## src/rtl/assert_macros.svh

```systemverilog
// Assertion macros used by the splitter RTL.
// Included by files that check their own logic; depends on nothing else.
`ifndef ASSERT_MACROS_SVH
`define ASSERT_MACROS_SVH

// Checks a property on every rising clock edge while reset is released.
`define BPS_ASSERT(lbl, clk, rst_n, prop, msg) \
	lbl: assert property (@(posedge clk) disable iff (!rst_n) (prop)) else $error(msg);

// Checks that a condition never holds on a rising clock edge.
`define BPS_ASSERT_NEVER(lbl, clk, rst_n, cond, msg) \
	`BPS_ASSERT(lbl, clk, rst_n, !(cond), msg)

`endif

```

## src/rtl/bps_pkg.sv

```systemverilog
// Shared types, character constants and byte classification functions
// for the pre-token splitter. Depends on nothing.
package bps_pkg;

	localparam logic [7:0] CH_TAB   = 8'h09;
	localparam logic [7:0] CH_LF    = 8'h0A;
	localparam logic [7:0] CH_CR    = 8'h0D;
	localparam logic [7:0] CH_SPACE = 8'h20;
	localparam logic [7:0] CH_APOS  = 8'h27;
	localparam logic [7:0] CH_HYPH  = 8'h2D;
	localparam logic [7:0] CH_UNDER = 8'h5F;
	localparam logic [7:0] HIGH_MIN = 8'h80;

	localparam int FIFO_DEPTH = 4;
	localparam int FIFO_AW    = 2;
	localparam int FIFO_CW    = 3;

	typedef struct packed {
		logic [7:0] data;
		logic       unit_end;
		logic       last;
	} item_t;

	// Results produced by one accepted byte; only the first num entries count.
	typedef struct packed {
		logic [1:0]      num;
		item_t [2:0]     res;
	} mark_t;

	function automatic logic is_word(input logic [7:0] b);
		return (b >= 8'h41 && b <= 8'h5A) || (b >= 8'h61 && b <= 8'h7A) ||
		       (b >= 8'h30 && b <= 8'h39) || b == CH_UNDER;
	endfunction

	function automatic logic is_joiner(input logic [7:0] b);
		return b == CH_APOS || b == CH_HYPH;
	endfunction

	// pw: previous byte is a word byte. hn, hn2: next and second next exist.
	function automatic logic ends_unit(input logic [7:0] b, input logic pw,
	                                   input logic hn, input logic [7:0] n,
	                                   input logic hn2, input logic [7:0] n2);
		logic r;
		r = 1'b1;
		if (b == CH_CR) begin
			r = !(hn && n == CH_LF);
		end else if (b == CH_LF || b == CH_SPACE || b == CH_TAB) begin
			r = 1'b1;
		end else if (is_word(b)) begin
			if (!hn)
				r = 1'b1;
			else if (is_word(n))
				r = 1'b0;
			else if (is_joiner(n) && hn2 && is_word(n2))
				r = 1'b0;
			else
				r = 1'b1;
		end else if (is_joiner(b)) begin
			r = !(pw && hn && is_word(n));
		end else if (b >= HIGH_MIN) begin
			r = !(hn && n >= HIGH_MIN);
		end
		return r;
	endfunction

endpackage

```

## src/rtl/bps_marker.sv

```systemverilog
// Marks the bytes leaving the lookahead window with their unit-end flags.
// Pure combinational logic; depends on bps_pkg.
module bps_marker (
	input  logic [7:0]     held0,
	input  logic [7:0]     held1,
	input  logic [1:0]     held_cnt,
	input  logic           prev_word,
	input  logic [7:0]     in_byte,
	input  logic           in_final,
	output bps_pkg::mark_t mark
);

	logic [7:0] w0, w1, w2;
	logic [1:0] k;

	always_comb begin
		w0 = held0;
		w1 = held1;
		w2 = in_byte;
		k  = 2'd3;
		case (held_cnt)
			2'd0: begin
				w0 = in_byte;
				w1 = 8'h00;
				w2 = 8'h00;
				k  = 2'd1;
			end
			2'd1: begin
				w1 = in_byte;
				w2 = 8'h00;
				k  = 2'd2;
			end
			default: begin
				k = 2'd3;
			end
		endcase
	end

	always_comb begin
		mark = '0;
		if (!in_final) begin
			// A full window lets the oldest byte go with two bytes of lookahead.
			if (held_cnt[1]) begin
				mark.num = 2'd1;
				mark.res[0].data = held0;
				mark.res[0].unit_end = bps_pkg::ends_unit(held0, prev_word, 1'b1, held1,
				                                          1'b1, in_byte);
				mark.res[0].last = 1'b0;
			end
		end else begin
			mark.num = k;
			mark.res[0].data = w0;
			mark.res[0].unit_end = bps_pkg::ends_unit(w0, prev_word, k > 2'd1, w1,
			                                          k > 2'd2, w2);
			mark.res[0].last = (k == 2'd1);
			mark.res[1].data = w1;
			mark.res[1].unit_end = bps_pkg::ends_unit(w1, bps_pkg::is_word(w0), k > 2'd2, w2,
			                                          1'b0, 8'h00);
			mark.res[1].last = (k == 2'd2);
			mark.res[2].data = w2;
			mark.res[2].unit_end = bps_pkg::ends_unit(w2, bps_pkg::is_word(w1), 1'b0, 8'h00,
			                                          1'b0, 8'h00);
			mark.res[2].last = (k == 2'd3);
		end
	end

endmodule

```

## src/rtl/bpe_pretoken_splitter.sv

```systemverilog
// Byte-stream pre-token splitter: passes each text byte on in order, flagged
// when it is the last byte of its unit (newline, CR or CR-LF, space or tab, a
// word run with inner apostrophes or hyphens, a run of bytes 0x80 and above,
// or any other single byte). Output trails input by two bytes because a flag
// can depend on two bytes of lookahead; the byte marked s_tlast flushes the
// window, so up to three results leave for it. Bytes are taken at one per
// cycle; the rate is set by the four-entry result queue, which accepts a new
// request only while it holds at most one result, so a final byte that
// releases three results keeps s_tready low while the queue drains. Depends on
// bps_pkg, bps_marker and assert_macros.svh.
`include "assert_macros.svh"

module bpe_pretoken_splitter (
	input  logic       clk,
	input  logic       arst_n,
	input  logic       s_tvalid,
	output logic       s_tready,
	input  logic [7:0] s_tdata,   // [7:0] text_byte
	input  logic       s_tlast,   // text_end
	output logic       m_tvalid,
	input  logic       m_tready,
	output logic [7:0] m_tdata,   // [7:0] out_byte
	output logic       m_tuser,   // [0] unit_end
	output logic       m_tlast    // last_of_text
);

	logic [7:0] held0_q, held1_q;
	logic [1:0] held_cnt_q;
	logic       prev_word_q;

	bps_pkg::mark_t mark;
	bps_pkg::item_t fifo_q [bps_pkg::FIFO_DEPTH];
	logic [bps_pkg::FIFO_AW-1:0] rd_q, wr_q;
	logic [bps_pkg::FIFO_CW-1:0] cnt_q;

	logic       accept, pop;
	logic [1:0] push_n;

	bps_marker u_marker (
		.held0     (held0_q),
		.held1     (held1_q),
		.held_cnt  (held_cnt_q),
		.prev_word (prev_word_q),
		.in_byte   (s_tdata),
		.in_final  (s_tlast),
		.mark      (mark)
	);

	assign s_tready = (cnt_q <= bps_pkg::FIFO_CW'(1));
	assign accept   = s_tvalid && s_tready;
	assign pop      = m_tvalid && m_tready;
	assign push_n   = accept ? mark.num : 2'd0;

	// Lookahead window state.
	always_ff @(posedge clk or negedge arst_n) begin
		if (!arst_n) begin
			held_cnt_q  <= 2'd0;
			prev_word_q <= 1'b0;
		end else if (accept) begin
			if (s_tlast) begin
				held_cnt_q  <= 2'd0;
				prev_word_q <= 1'b0;
			end else if (!held_cnt_q[1]) begin
				held_cnt_q <= held_cnt_q + 2'd1;
			end else begin
				prev_word_q <= bps_pkg::is_word(held0_q);
			end
		end
	end

	always_ff @(posedge clk) begin
		if (accept && !s_tlast) begin
			if (held_cnt_q == 2'd0) begin
				held0_q <= s_tdata;
			end else if (held_cnt_q == 2'd1) begin
				held1_q <= s_tdata;
			end else begin
				held0_q <= held1_q;
				held1_q <= s_tdata;
			end
		end
	end

	// Result queue: up to three entries are written at consecutive slots.
	for (genvar e = 0; e < bps_pkg::FIFO_DEPTH; e++) begin : g_ent
		logic [bps_pkg::FIFO_AW-1:0] off;
		assign off = bps_pkg::FIFO_AW'(e) - wr_q;
		always_ff @(posedge clk) begin
			if (off < push_n)
				fifo_q[e] <= mark.res[off];
		end
	end

	always_ff @(posedge clk or negedge arst_n) begin
		if (!arst_n) begin
			rd_q  <= '0;
			wr_q  <= '0;
			cnt_q <= '0;
		end else begin
			rd_q  <= rd_q + bps_pkg::FIFO_AW'(pop);
			wr_q  <= wr_q + bps_pkg::FIFO_AW'(push_n);
			cnt_q <= cnt_q + bps_pkg::FIFO_CW'(push_n) - bps_pkg::FIFO_CW'(pop);
		end
	end

	assign m_tvalid = (cnt_q != '0);
	assign m_tdata  = fifo_q[rd_q].data;
	assign m_tuser  = fifo_q[rd_q].unit_end;
	assign m_tlast  = fifo_q[rd_q].last;

	`BPS_ASSERT_NEVER(a_fifo_overflow, clk, arst_n, cnt_q > bps_pkg::FIFO_CW'(bps_pkg::FIFO_DEPTH), "result queue overflow")
	`BPS_ASSERT_NEVER(a_held_range, clk, arst_n, held_cnt_q == 2'd3, "window count out of range")
	`BPS_ASSERT(a_flush_clears, clk, arst_n, accept && s_tlast |=> held_cnt_q == 2'd0 && !prev_word_q, "window not cleared after final byte")
	`BPS_ASSERT(a_flush_emits, clk, arst_n, accept && s_tlast |=> m_tvalid, "final byte produced no result")

endmodule
```

## config.mk

```make
export PLATFORM = sky130hd
export DESIGN_NAME = bpe_pretoken_splitter
export DESIGN_NICKNAME = d
export VERILOG_FILES = /design/src/rtl/bps_pkg.sv /design/src/rtl/bps_marker.sv /design/src/rtl/bpe_pretoken_splitter.sv
export VERILOG_INCLUDE_DIRS = /design/src /design/src/rtl
export SDC_FILE = /design/constraint.sdc
export NUM_CORES = 1
export LEC_CHECK = 0
export CORE_MARGIN = 2
export CORE_UTILIZATION = 30
export DETAILED_ROUTE_END_ITERATION = 8
export DONT_BUFFER_PORTS = 1
export PLACE_DENSITY = 0.48
export SETUP_SLACK_MARGIN = 0.5
export SLEW_MARGIN = 40
export SYNTH_ARGS = -nofsm -noshare
export SYNTH_HDL_FRONTEND = slang
export SYNTH_SLANG_ARGS = --single-unit
export TNS_END_PERCENT = 20
```

## constraint.sdc

```tcl
create_clock -name clk -period 2.9 [get_ports clk]
set_input_delay 0.58 -clock clk [delete_from_list [all_inputs] [get_ports clk]]
set_output_delay 0.58 -clock clk [all_outputs]
set_load 0.01 [all_outputs]
```

* Word level (Yosys, flattened, before mapping)
Memories as Yosys holds them, arrays and structs flattened.
Index checks and enable logic that the tools add are counted.
** Word-level totals
- Flip-flop bits (word level) :: 26
- Memory bits (writable) :: 40
- Logic and storage cells :: 238
- Memories :: 1
** Operators by class
- Add/subtract/negate cells :: 9
- Order comparisons :: 52
- Equality and inequality tests :: 34
- Mux-type cells :: 54
- Bitwise logic cells :: 1
- Reduce and logical (&&, ||, !) cells :: 79
** Memory list
- fifo_q :: words 4, bits a word 10, read ports 1, clocked after Yosys merged registers in 0, wr ports 4, line bpe_pretoken_splitter.sv:32 : bps_pkg::item_t fifo_q [bps_pkg::FIFO_DEPTH];
** Operators with widths (count)
- $ge A8 B7 Y1 const B :: 12
- $le A8 B7 Y1 const B :: 12
- $eq A8 B4 Y1 const B :: 11
- $eq A8 B6 Y1 const B :: 11
- $bmux W10 S2 :: 4
- $mux W10 :: 6
- $eq A8 B7 Y1 const B :: 6
- $ge A8 B6 Y1 const B :: 6
- $le A8 B6 Y1 const B :: 6
- $ge A8 B8 Y1 const B :: 5
- $logic_and A1 B1 Y1 :: 33
- $mux W1 :: 33
- $mux W8 :: 4
- $logic_or A1 B1 Y1 :: 28
- $mux W20 :: 1
- $pmux W8 S2 :: 1
- $lt A2 B3 Y1 const B :: 4
- $logic_not A1 Y1 :: 10
- $lt A2 B2 Y1 :: 4
- $mux W2 :: 4
- $reduce_and A2 Y1 :: 4
- $eq A2 B1 Y1 const B :: 2
- $eq A2 B2 Y1 const B :: 2
- $ne A2 B2 Y1 const B :: 2
- 16 further kinds :: 18

* Longest topological paths before layout
Gate-level depths: netlist (run 1).
- Depth after elaboration :: 18
- Gate-level depth with buffers :: 14

* Modules after synthesis
From an unflattened synthesis (run 1), not the netlist that was laid out.
** Unflattened totals
- Cells, all modules :: 475
- Area, all modules :: 4887.2 um2
** By module, submodules not included
- bpe_pretoken_splitter :: times used 1, cells an instance 266, area each 3624.7 um2, sequential area each 1931.9 um2
- bps_marker :: times used 1, cells an instance 209, area each 1262.5 um2, sequential area each 0.0 um2

* Least setup slack after synthesis (run 1)
OpenSTA, ideal clock, no wires.
- Path kind :: register to register
- Start :: reg held_cnt_q[1]
- End :: reg cnt_q[2] in the netlist's numbering
- Setup time :: 0.123 ns
- Arrival :: 2.677 ns
- Slack :: 0.100 ns
- Cell stages (with the launch flop) :: 15
- Path buffers :: 5
- Clock period less this slack :: 2.800 ns
- Path through :: dfrtp_1 -> buf_2 -> buf_2 -> buf_2 -> buf_2 -> buf_1 -> o21a_1 -> inv_1 -> ha_1 -> inv_1 -> ha_1 -> inv_1 -> fa_1 -> xor2_1 -> xnor2_1
** Between the ends
- Word-level cells in the longest chain between the ends :: 6
- Elaborated cells on any way between the ends :: 8
- Those cells by class :: add/sub: 2; eq/ne: 1; mux: 4; reduce/logical: 1
** RTL lines
- start: declaration :: line bpe_pretoken_splitter.sv:28 : logic [1:0] held_cnt_q;
- start signal: assignment :: line bpe_pretoken_splitter.sv:64 : held_cnt_q <= held_cnt_q + 2'd1;
- $eq A2 B1 Y1 / $logic_not A2 Y1 (equally long branches) :: line bps_marker.sv:21 : case (held_cnt)
- $pmux W2 S2 :: line bps_marker.sv:21
- $mux W2 (*) :: line bps_marker.sv:41 : if (!in_final) begin
- $mux W2 (*) :: line bpe_pretoken_splitter.sv:52 : assign push_n = accept ? mark.num : 2'd0;
- $add A3 B2 Y3 (*) :: line bpe_pretoken_splitter.sv:102 : cnt_q <= cnt_q + bps_pkg::FIFO_CW'(push_n) - bps_pkg::FIFO_CW'(pop);
- $sub A3 B1 Y3 (*) :: line bpe_pretoken_splitter.sv:102
- end signal: assignment :: line bpe_pretoken_splitter.sv:102
- end: declaration :: line bpe_pretoken_splitter.sv:34 : logic [bps_pkg::FIFO_CW-1:0] cnt_q;
Mark *: on every way between the ends. The rest lies on a longest branch, timed or not.
A chain may end at the register's enable or synchronous reset.

==> metrics, run 1 <==
status=completed; Final setup viols=0; DRC viols=0; H-tree levels=3; core box area=14500 um2; fin crit period=2.42 ns; die area=15800 um2; CP Capture Type=register; fin crit share=83.6%; Final Util=35.2%; post-DR wirelength/cell=19.7 um; clock group share of total power=22.6%; routed vias/inst=5.64; n_diodes=0; max-cap viol count=0; Peak VDD IR=0.487 mV; worst-skew pair later-pin latency=0.35 ns; Seq/Total Area, Yosys=43.4%; post-synthesis cell type count=66; clk_skew=0.00475 ns; area grow syn2layout=15.0%; die width=126 um; ANT nets after route=0; Synth warnings=0; RSZ-0062 raised after global routing=yes; Port Buffers=0; register area=1940 um2; number of synthesized register bits=66; largest net degree at the start of global routing=37; Starting Density=30.6%; Int Pwr=3.19 mW; CTS tree=yes; clock-pin transition on the worst setup and hold timing paths=0.05 ns; CP Max Fanout=9; Iter 0 DRT Violations=365; switch share=39.1%; first-pass GRT wire length=20300 um; DR pass1 iterations=6; Worst slew margin=55.3%; Syn Area/Cell=9.43 um2; fmax=412 MHz; Total Neg Setup Slack=0 ns; clock buffer count from CTS=9; Worst-Margin Slew=0.669 ns; vias in the first global route=3543; Die Ht=126 um; layout cells sized above 1=17.6%; standard-cell rows=44; most common cell after layout, fill and taps aside=nand2_1; area of the multi-input gates=2320 um2; DR vias=3691; P_sw=2.05 mW; r2r startpoint=held_cnt_q[1]; PwrDens=1020 nW/um2; worst path bufs/invs=2; Hold Vio Cnt, Final=0; Crit path max-delay family=compound AO/OA/AOI/OAI gates; sequential power share=32.1%; slowest stage cell, crit path=dfrtp_2; CTS Sinks=66; Post-synth EDFFs=56; Worst Hold Depth=0; worst reg2reg endpoint=fifo_q[3][1]; Max clock buf depth=2; Mapped Nets=496; critical hold path startpoint=s_tdata[4]; Async S/R FF share, synth=15.2%; Post-DP Area=4650 um2; startpoint types=register; initial antenna violation count=0; placed cells=632; Syn Std Cell Area=4450 um2; crit-path cells=buf_12, o211ai_2, o21ai_2, a221o_1, a211oi_2, buf_4, a31oi_2, a41oi_2, o31ai_2; total gr overflow=0; LEAKAGE=1.77 nW; # IOs=25; Filler Cell Count=1505; WHS Endpoint=held1_q[4]; reg2reg path depth=9; Tightest Hold Check Type=in -> reg; flop-to-flop setup slack=0.48 ns; Final Net Count=490; DP Wirelength=9110 um; combinational power share=45.3%; ys flop type=edfxtp_1; final wirelength=12900 um; Post-Syn Instances=472; Routability Congestion=0.923; CP peak stage delay=0.45 ns; Required @ worst endpoint=2.99 ns; Root Driver=clkbuf_16; Min Hold Slack=0.329 ns; Final Cell Area=5120 um2; Layout Cells excl Fill=655; most frequent cells in the layout=67 x nand2_1, 56 x edfxtp_1, 53 x o21ai_0; Crit Path Class=reg -> reg; worst endpoint data arrival time=2.51 ns; Total GRT Usage=16.7%; Slew Viols, Final=0
through the flow:
step                total power, mW  worst slack [ns]
floorplan                      3.36             0.514
global placement               3.90             0.372
detailed placement             3.95             0.276
CTS                            5.17             0.388
global route                   5.59             0.391
finish                         5.25             0.475
power groups by stage:
stage               Clock [mW]  Sequential, mW  Combinational, mW
global route              1.25            1.72               2.62
detailed placement           0            1.70               2.25
global placement             0            1.67               2.23
CTS                       1.20            1.68               2.29
finish                    1.19            1.68               2.37
floorplan                    0            1.55               1.81
Yosys cell counts, types with 3 or more instances:
master / number / area share [%]
and4b_1: 4 / 0.90
ha_1: 8 / 2.2
a32oi_1: 3 / 0.59
o21ai_0: 55 / 6.2
clkbuf_1: 26 / 2.2
edfxtp_1: 56 / 38
a31oi_1: 4 / 0.56
or4_1: 3 / 0.51
fa_1: 3 / 1.3
and2_1: 6 / 0.84
o211ai_1: 3 / 0.51
dfrtp_1: 10 / 5.6
a22oi_1: 9 / 1.5
or3_1: 3 / 0.42
nand4_1: 4 / 0.56
nor2b_1: 5 / 0.70
buf_1: 5 / 0.42
xor2_1: 4 / 0.79
nor4b_1: 4 / 0.79
a21oi_1: 36 / 4.0
mux4_2: 10 / 5.1
nor2_1: 24 / 2.0
nor3_1: 8 / 0.90
o21a_1: 4 / 0.67
buf_2: 11 / 1.2
a22o_1: 6 / 1.2
nand2_1: 67 / 5.7
nor4_1: 3 / 0.42
inv_1: 16 / 1.3
nand3_1: 22 / 2.5
mux2i_1: 6 / 1.3
cells by family after synthesis:
| logic type | synth area share, % |
|---|---|
| multiplexers | 7.00 |
| adder cells (fa/ha/maj) | 3.60 |
| XOR/XNOR | 1.18 |
| AO/OA/AOI/OAI | 20.7 |
| AND/OR/NAND/NOR | 18.2 |
| buffers and inverters | 5.91 |
| flip-flops | 43.4 |
cell type report:
| cell class | count | share of cell area (%) |
|---|---|---|
| multi-input combinational | 345 | 45.4 |
| sequential | 66 | 37.8 |
| timing repair buffer | 27 | 4.55 |
| tap | 184 | 4.50 |
| clock buffer | 9 | 4.40 |
| clock inverter | 7 | 1.96 |
| inverter | 17 | 1.39 |
metal layers:
metal  vias to the layer above  global-route usage, %  wire, um
met2                       133                   25.4      5900
met3                        27                   4.38       780
met1                      1790                   23.2      5910
met4                         0                   5.43       301
met5                         -                      0         0
li1                       1741                      -         -
worst max path at each step:
| stage | from | to | slack, ns | cells past startpoint |
|---|---|---|---|---|
| after global placement | held_cnt_q[0] | fifo_q[1][1] | 0.37 | 7 |
| after CTS | wr_q[1] | fifo_q[0][8] | 0.39 | 7 |
| after global routing | held_cnt_q[1] | fifo_q[1][1] | 0.39 | 8 |
| final | held_cnt_q[1] | fifo_q[3][1] | 0.48 | 9 |
| after floorplan | held_cnt_q[1] | cnt_q[2] | 0.51 | 14 |
| after detailed placement | held_cnt_q[0] | fifo_q[1][1] | 0.28 | 7 |
registers in the layout, indices dropped and copies added (netlist names):
signal / count
cnt_q: 3
held_cnt_q: 2
fifo_q: 40
held0_q: 8
held1_q: 8
rd_q: 2
prev_word_q: 1
wr_q: 2
what timing repair did:
item                                   CTS  global route
hold buffers                             1             0
setup endpoints to repair               35            46
cloned                                   0             1
pin swaps                                2             6
endpoints found under the hold margin   10             0
gates resized for setup                  5            21
setup buffers                            1             4
No activity file was read; power rests on OpenSTA's default activity.
==> inputs of run 2 (changes only) <==
ABC_AREA = 1   (was default)
clock period = 2 ns   (was 2.9 ns; I/O delays follow)
==> metrics, run 2 <==
status=complete, but fails checks (was completed); violated checks=setup timing; fmax=447 MHz (was 412 MHz); core box area=14600 um2 (was 14500 um2); clock group share of total power=15.3% (was 22.6%); RSZ-0062 raised after global routing=yes (unchanged); CTS tree=yes (unchanged); Synth Area in Compound Gates=17.9% (was 20.7%); flop-to-flop setup slack=-0.24 ns (was 0.48 ns); Yosys top cell area share=37.2% (was 37.8%); r2r startpoint=held_cnt_q[1] (unchanged); Mapped Nets=622 (was 496); most frequent cells after synthesis=142 x nand2_1, 75 x o21ai_0, 71 x inv_1 (was 67 x nand2_1, 56 x edfxtp_1, 55 x o21ai_0); vias in the first global route=4370 (was 3543); Worst slew margin=62.1% (was 55.3%); fin crit share=112% (was 83.6%); area grow syn2layout=44.2% (was 15.0%); final wirelength=15400 um (was 12900 um); max reg flops=40 (unchanged); Seq/Total Area, Yosys=42.7% (was 43.4%); Syn Area/Cell=7.57 um2 (was 9.43 um2); Synth Area in XOR/XNOR=0.581% (was 1.18%); die area=16100 um2 (was 15800 um2); worst-skew pair later-pin latency=0.34 ns (was 0.35 ns); Peak VDD IR=0.572 mV (was 0.487 mV); Adder-Cell Fraction of Synth Area=3.54% (was 3.60%); largest family of logic cells by synthesized area=simple AND/OR/NAND/NOR gates (was compound AO/OA/AOI/OAI gates); Starting Density=30.9% (was 30.6%); LEAKAGE=2.67 nW (was 1.77 nW); Root Driver=clkbuf_16 (unchanged); max-cap viol count=0 (unchanged); most frequent cells in the layout=113 x nand2_1, 96 x buf_4, 56 x o21ai_0, 56 x edfxtp_1, 53 x inv_1 (was 67 x nand2_1, 56 x edfxtp_1, 53 x o21ai_0); CTS Sinks=66 (unchanged); # IOs=25 (unchanged); Synth area leader=edfxtp_1 (unchanged); P_sw=4.73 mW (was 2.05 mW); Iter 0 DRT Violations=350 (was 365); die width=127 um (was 126 um); Tightest Hold Check Type=in -> reg (unchanged); DRC viols=0 (unchanged); Final setup viols=55 (was 0); GR Util met2=30.7% (was 25.4%); ys flop type=edfxtp_1 (unchanged); layout cells sized above 1=38.1% (was 17.6%); Die Ht=127 um (was 126 um); Synth warnings=0 (unchanged); number of synthesized register bits=66 (unchanged); top cells by area, synth=edfxtp_1 37%, nand2_1 12%, o21ai_0 8.3% (was edfxtp_1 38%, o21ai_0 6.2%, nand2_1 5.7%); Worst Hold Depth=0 (unchanged); CP Capture Type=register (unchanged); Final WS setup=-0.238 ns (was 0.475 ns); DR pass1 iterations=5 (was 6); most common cell after layout, fill and taps aside=nand2_1 (unchanged); ANT nets after route=0 (unchanged); clk_skew=0.00931 ns (was 0.00475 ns); met3 usage=4.22% (was 4.38%); Post-Syn Instances=598 (was 472); routed vias/inst=5.14 (was 5.64); Total Neg Setup Slack=-4.65 ns (was 0 ns); Simple-Gate Fraction of Synth Area=25.9% (was 18.2%); clock buffer count from CTS=9 (unchanged); Async S/R FF share, synth=15.2% (unchanged); total gr overflow=0 (unchanged); most frequent cell after synthesis=nand2_1 (unchanged); Filler Cell Count=1432 (was 1505); worst endpoint data arrival time=2.34 ns (was 2.51 ns); Port Buffers=0 (unchanged); Required @ worst endpoint=2.10 ns (was 2.99 ns); Largest Register=fifo_q (unchanged); Regs by FF count=fifo_q x40, held0_q x8, held1_q x8 (unchanged); Int Pwr=5.92 mW (was 3.19 mW); GRT Max-Usage Layer=met2 (unchanged); post-synthesis mux area share=0% (was 7.00%); H-tree levels=3 (unchanged); worst reg2reg endpoint=fifo_q[1][1] (was fifo_q[3][1]); CP Max Fanout=7 (was 9); sequential power share=22.6% (was 32.1%); combinational power share=62.1% (was 45.3%); Total GRT Usage=19.1% (was 16.7%); initial antenna violation count=0 (unchanged); fin crit period=2.24 ns (was 2.42 ns); DR vias=4575 (was 3691); WHS Endpoint=held1_q[7] (was held1_q[4]); Routability Congestion=0.878 (was 0.923); n_diodes=0 (unchanged); Max clock buf depth=2 (unchanged); Post-synth EDFFs=56 (unchanged); Syn Std Cell Area=4530 um2 (was 4450 um2); Hold Vio Cnt, Final=0 (unchanged); DP Wirelength=11700 um (was 9110 um); startpoint types=register (unchanged); post-synthesis cell type count=40 (was 66); Worst-Margin Slew=0.567 ns (was 0.669 ns); first-pass GRT wire length=23700 um (was 20300 um); total power draw=10.6 mW (was 5.25 mW); largest net degree at the start of global routing=23 (was 37); critical hold path startpoint=s_tdata[7] (was s_tdata[4]); clock-pin transition on the worst setup and hold timing paths=0.06 ns (was 0.05 ns); standard-cell rows=44 (unchanged); PwrDens=1630 nW/um2 (was 1020 nW/um2); post-DR wirelength/cell=17.3 um (was 19.7 um); switch share=44.4% (was 39.1%); Crit Path Class=reg -> reg (unchanged); reg2reg path depth=15 (was 9); Slew Viols, Final=0 (unchanged); Final Net Count=725 (was 490); grt met1 use=25.5% (was 23.2%)
[run 2: final cells by class]
cell class / count / area, um2 / share of cell area, %
Clock buffer: 9 / 225 / 3.45
Multi-Input combinational cell: 433 / 2770 / 42.4
Timing Repair Buffer: 116 / 978 / 15.0
Tap cell: 184 / 230 / 3.53
Clock inverter: 7 / 77.6 / 1.19
Timing Repair inverter: 1 / 6.26 / 0.0959
Inverter: 74 / 305 / 4.68
Sequential cell: 66 / 1940 / 29.7
[run 2: repair_timing]
action                                  in CTS  in global routing
resized for setup                           56                136
gates cloned                                 1                  1
pin swaps                                   17                 42
endpoints found under the setup margin     112                115
endpoints found under the hold margin       10                  0
hold buffers                                 1                  0
setup buffers                                4                 10
[run 2: metrics by stage]
step                      util (%)  setup WS (ns)  instances  hold slack [ns]  instance area, um2
after floorplan                  -         -0.118        598            0.104                4600
after global placement        37.0         -0.426        857            0.105                5420
after detailed placement      37.0         -0.457        857            0.105                5420
after CTS                     40.9         -0.218        879            0.134                5980
after global routing          44.6         -0.363        890            0.135                6530
final                         44.6         -0.238        890            0.147                6530
[run 2: layer usage]
layer,up-vias,routed length [um]
met5,-,0
met3,24,819
met4,0,300
met1,2155,6780
li1,2252,-
met2,144,7530
[run 2: how the worst max path moves through the flow]
stage                        startpoint  slack (ns)            to
after floorplan                cnt_q[1]       -0.12      cnt_q[2]
after global placement    held_cnt_q[1]       -0.43  fifo_q[2][1]
after detailed placement  held_cnt_q[1]       -0.46  fifo_q[2][1]
after CTS                 held_cnt_q[0]       -0.22  fifo_q[2][1]
after global routing      held_cnt_q[1]       -0.36  fifo_q[1][1]
final                     held_cnt_q[1]       -0.24  fifo_q[1][1]
[run 2: logic make-up (layout without fill, tap and decap cells)]
family          Yosys count  after routing
fa+ha+maj                11             11
flops                    66             66
xor+xnor                  3              3
buf+inv                 100            207
simple gates            276            277
compound gates          142            142
[run 2: power by group through the flow]
stage | Sequential (mW) | Combinational [mW] | Clock (mW)
floorplan | 2.27 | 3.12 | 0
global placement | 2.37 | 5.01 | 0
detailed placement | 2.37 | 5.08 | 0
CTS | 2.38 | 5.54 | 1.67
global route | 2.45 | 7.23 | 1.72
finish | 2.41 | 6.62 | 1.63
[run 2: critical path, stage by stage (launching register included)]
cell	delay [ns]
dfrtp_2	0.51
nor2_8	0.24
buf_6	0.18
o21ai_4	0.07
inv_2	0.09
nand2_2	0.08
nor3_2	0.13
nand2_1	0.08
nor2_2	0.12
nand2_1	0.07
nand2_1	0.06
nand2_1	0.06
nand2_2	0.09
nand3_2	0.08
nand3_1	0.09
nand2_1	0.05
==> inputs of run 3 (changes only) <==
CTS_BUF_LIST = sky130_fd_sc_hd__clkbuf_8   (was default)
GPL_ROUTABILITY_DRIVEN = 0   (was default)
==> metrics, run 3 (synthesis gave the netlist of run 2 again) <==
ANT nets after route=0 (unchanged); core box area=14600 um2 (unchanged); most common cell after layout, fill and taps aside=nand2_1 (unchanged); CP peak stage delay=0.46 ns (was 0.51 ns); PwrDens=1640 nW/um2 (was 1630 nW/um2); Final WS setup=-0.289 ns (was -0.238 ns); fin crit share=114% (was 112%); clock buffer count from CTS=9 (unchanged); Regs by FF count=fifo_q x40, held0_q x8, held1_q x8 (unchanged); startpoint types=register (unchanged); Largest Register=fifo_q (unchanged); placed cells=850 (was 857); clock-pin transition on the worst setup and hold timing paths=0.08 ns (was 0.06 ns); RSZ-0062 raised after global routing=yes (unchanged); DP Wirelength=11300 um (was 11700 um); slowest stage cell, crit path=dfrtp_2 (unchanged); area grow syn2layout=45.1% (was 44.2%); Die Ht=127 um (unchanged); Crit path max-delay family=simple AND/OR/NAND/NOR gates (unchanged); clk_skew=0.0182 ns (was 0.00931 ns); CTS tree=yes (unchanged); Slew Viols, Final=0 (unchanged); worst endpoint data arrival time=2.41 ns (was 2.34 ns); violated checks=setup timing (unchanged); Peak VDD IR=0.630 mV (was 0.572 mV); first-pass GRT wire length=23600 um (was 23700 um); Port Buffers=0 (unchanged); Root Driver=clkbuf_8 (was clkbuf_16); largest net degree at the start of global routing=23 (unchanged); Final setup viols=35 (was 55); CTS Sinks=66 (unchanged); final wirelength=15100 um (was 15400 um); grt met1 use=24.8% (was 25.5%); crit-path cells=buf_6, nor2_8, buf_6, o21ai_4, nor2_2, nand2_1, nand2_1, nand2_2, a21oi_4, nand2_1, nand2_1, nand2_1, nand2_2, nand2_2, nand3_1, nand2_1 (was nor2_8, buf_6, o21ai_4, inv_2, nand2_2, nor3_2, nand2_1, nor2_2, nand2_1, nand2_1, nand2_1, nand2_2, nand3_2, nand3_1, nand2_1); DR pass1 iterations=5 (unchanged); most frequent cells in the layout=117 x nand2_1, 94 x buf_4, 56 x o21ai_0, 56 x edfxtp_1, 54 x inv_1 (was 113 x nand2_1, 96 x buf_4, 56 x o21ai_0, 56 x edfxtp_1, 53 x inv_1); GR Util met2=31.3% (was 30.7%); standard-cell rows=44 (unchanged); # IOs=25 (unchanged); routed vias/inst=5.16 (was 5.14); Tightest Hold Check Type=in -> reg (unchanged); fmax=437 MHz (was 447 MHz); DRC viols=0 (unchanged); Total GRT Usage=18.6% (was 19.1%); H-tree levels=3 (unchanged); LEAKAGE=2.68 nW (was 2.67 nW); max-cap viol count=0 (unchanged); initial antenna violation count=0 (unchanged); worst slack, placed=-0.420 ns (was -0.457 ns); post-DR wirelength/cell=17.0 um (was 17.3 um); DR vias=4611 (was 4575); total gr overflow=0 (unchanged); n_diodes=0 (unchanged); Layout Cells excl Fill=893 (was 890); max reg flops=40 (unchanged); Worst slew margin=63.7% (was 62.1%); Hold Vio Cnt, Final=0 (unchanged); CP Capture Type=register (unchanged); Max clock buf depth=2 (unchanged); fin crit period=2.29 ns (was 2.24 ns); Worst-Margin Slew=0.543 ns (was 0.567 ns); Required @ worst endpoint=2.13 ns (was 2.10 ns); most frequent CP cell=nand2_1 (unchanged); worst path bufs/invs=2 (unchanged); Crit Path Class=reg -> reg (unchanged); vias in the first global route=4459 (was 4370); GRT Max-Usage Layer=met2 (unchanged); CP Max Fanout=6 (was 7); Iter 0 DRT Violations=360 (was 350); die width=127 um (unchanged); Starting Density=30.9% (unchanged); met3 usage=3.46% (was 4.22%); die area=16100 um2 (unchanged); worst-skew pair later-pin latency=0.38 ns (was 0.34 ns); Min Hold Slack=0.131 ns (was 0.147 ns); Final Net Count=728 (was 725); status=complete, but fails checks (unchanged); layout cells sized above 1=37.7% (was 38.1%)
[run 3: cell count changes in the layout (fill, tap and decap cells not counted), sizes merged]
cell | previous run | this run
buf | 115 | 118
[run 3: what timing repair did]
action                                 in CTS  in global routing
endpoints found under the hold margin      10                  0
setup endpoints to repair                 112                114
setup buffers                               7                 15
gates resized for setup                    72                131
cloned                                      3                  1
hold buffers                                1                  0
pin swaps                                  11                 34
[run 3: per-layer routing]
layer / wire length, um / vias up
li1: - / 2256
met1: 6760 / 2220
met2: 7420 / 120
met3: 735 / 15
met4: 223 / 0
met5: 0 / -
[run 3: path summary, 6_finish.rpt]
kind                                    start  cells after the start  slack, ns       endpoint
worst max-delay path            held_cnt_q[1]                     16      -0.29   fifo_q[2][1]
worst min-delay path               s_tdata[1]                      0       0.13     held1_q[1]
worst max register to register  held_cnt_q[1]                     16      -0.29   fifo_q[2][1]
worst min register to register       cnt_q[0]                      1       0.56       cnt_q[0]
max in group asynchronous              arst_n                      1       1.16  held_cnt_q[1]
min in group asynchronous              arst_n                      1       0.44        wr_q[0]
[run 3: power by group]
group          switching (mW)  total (mW)  internal (mW)
logic                    3.98        7.19           3.21
clock network           0.576        1.16          0.583
registers               0.273        2.40           2.12
[run 3: area by class of cell]
class | count | area, um2
Timing Repair inverter | 1 | 6.26
Timing Repair Buffer | 119 | 1060
Multi-Input combinational cell | 433 | 2830
Tap cell | 184 | 230
Fill cell | 1401 | 8080
Clock buffer | 9 | 124
Clock inverter | 7 | 77.6
Inverter | 74 | 308
Sequential cell | 66 | 1940
[run 3: worst register-to-register path, stage by stage, from the launching register on]
cell and delay, ns:
dfrtp_2 0.46, buf_6 0.16, nor2_8 0.21, buf_6 0.17
o21ai_4 0.08, nor2_2 0.13, nand2_1 0.07, nand2_1 0.08
nand2_2 0.08, a21oi_4 0.15, nand2_1 0.06, nand2_1 0.06
nand2_1 0.06, nand2_2 0.08, nand2_2 0.06, nand3_1 0.09
nand2_1 0.05
[run 3: through the flow]
step / TNS (ns) / power (mW) / util (%) / area (um2)
detailed placement: -10.82 / 7.36 / 36.7 / 5370
floorplan: -1.36 / 5.39 / - / 4600
global placement: -11.08 / 7.32 / 36.7 / 5370
CTS: -4.49 / 9.50 / 40.8 / 5970
global route: -6.55 / 11.5 / 44.8 / 6570
finish: -2.48 / 10.7 / 44.8 / 6570
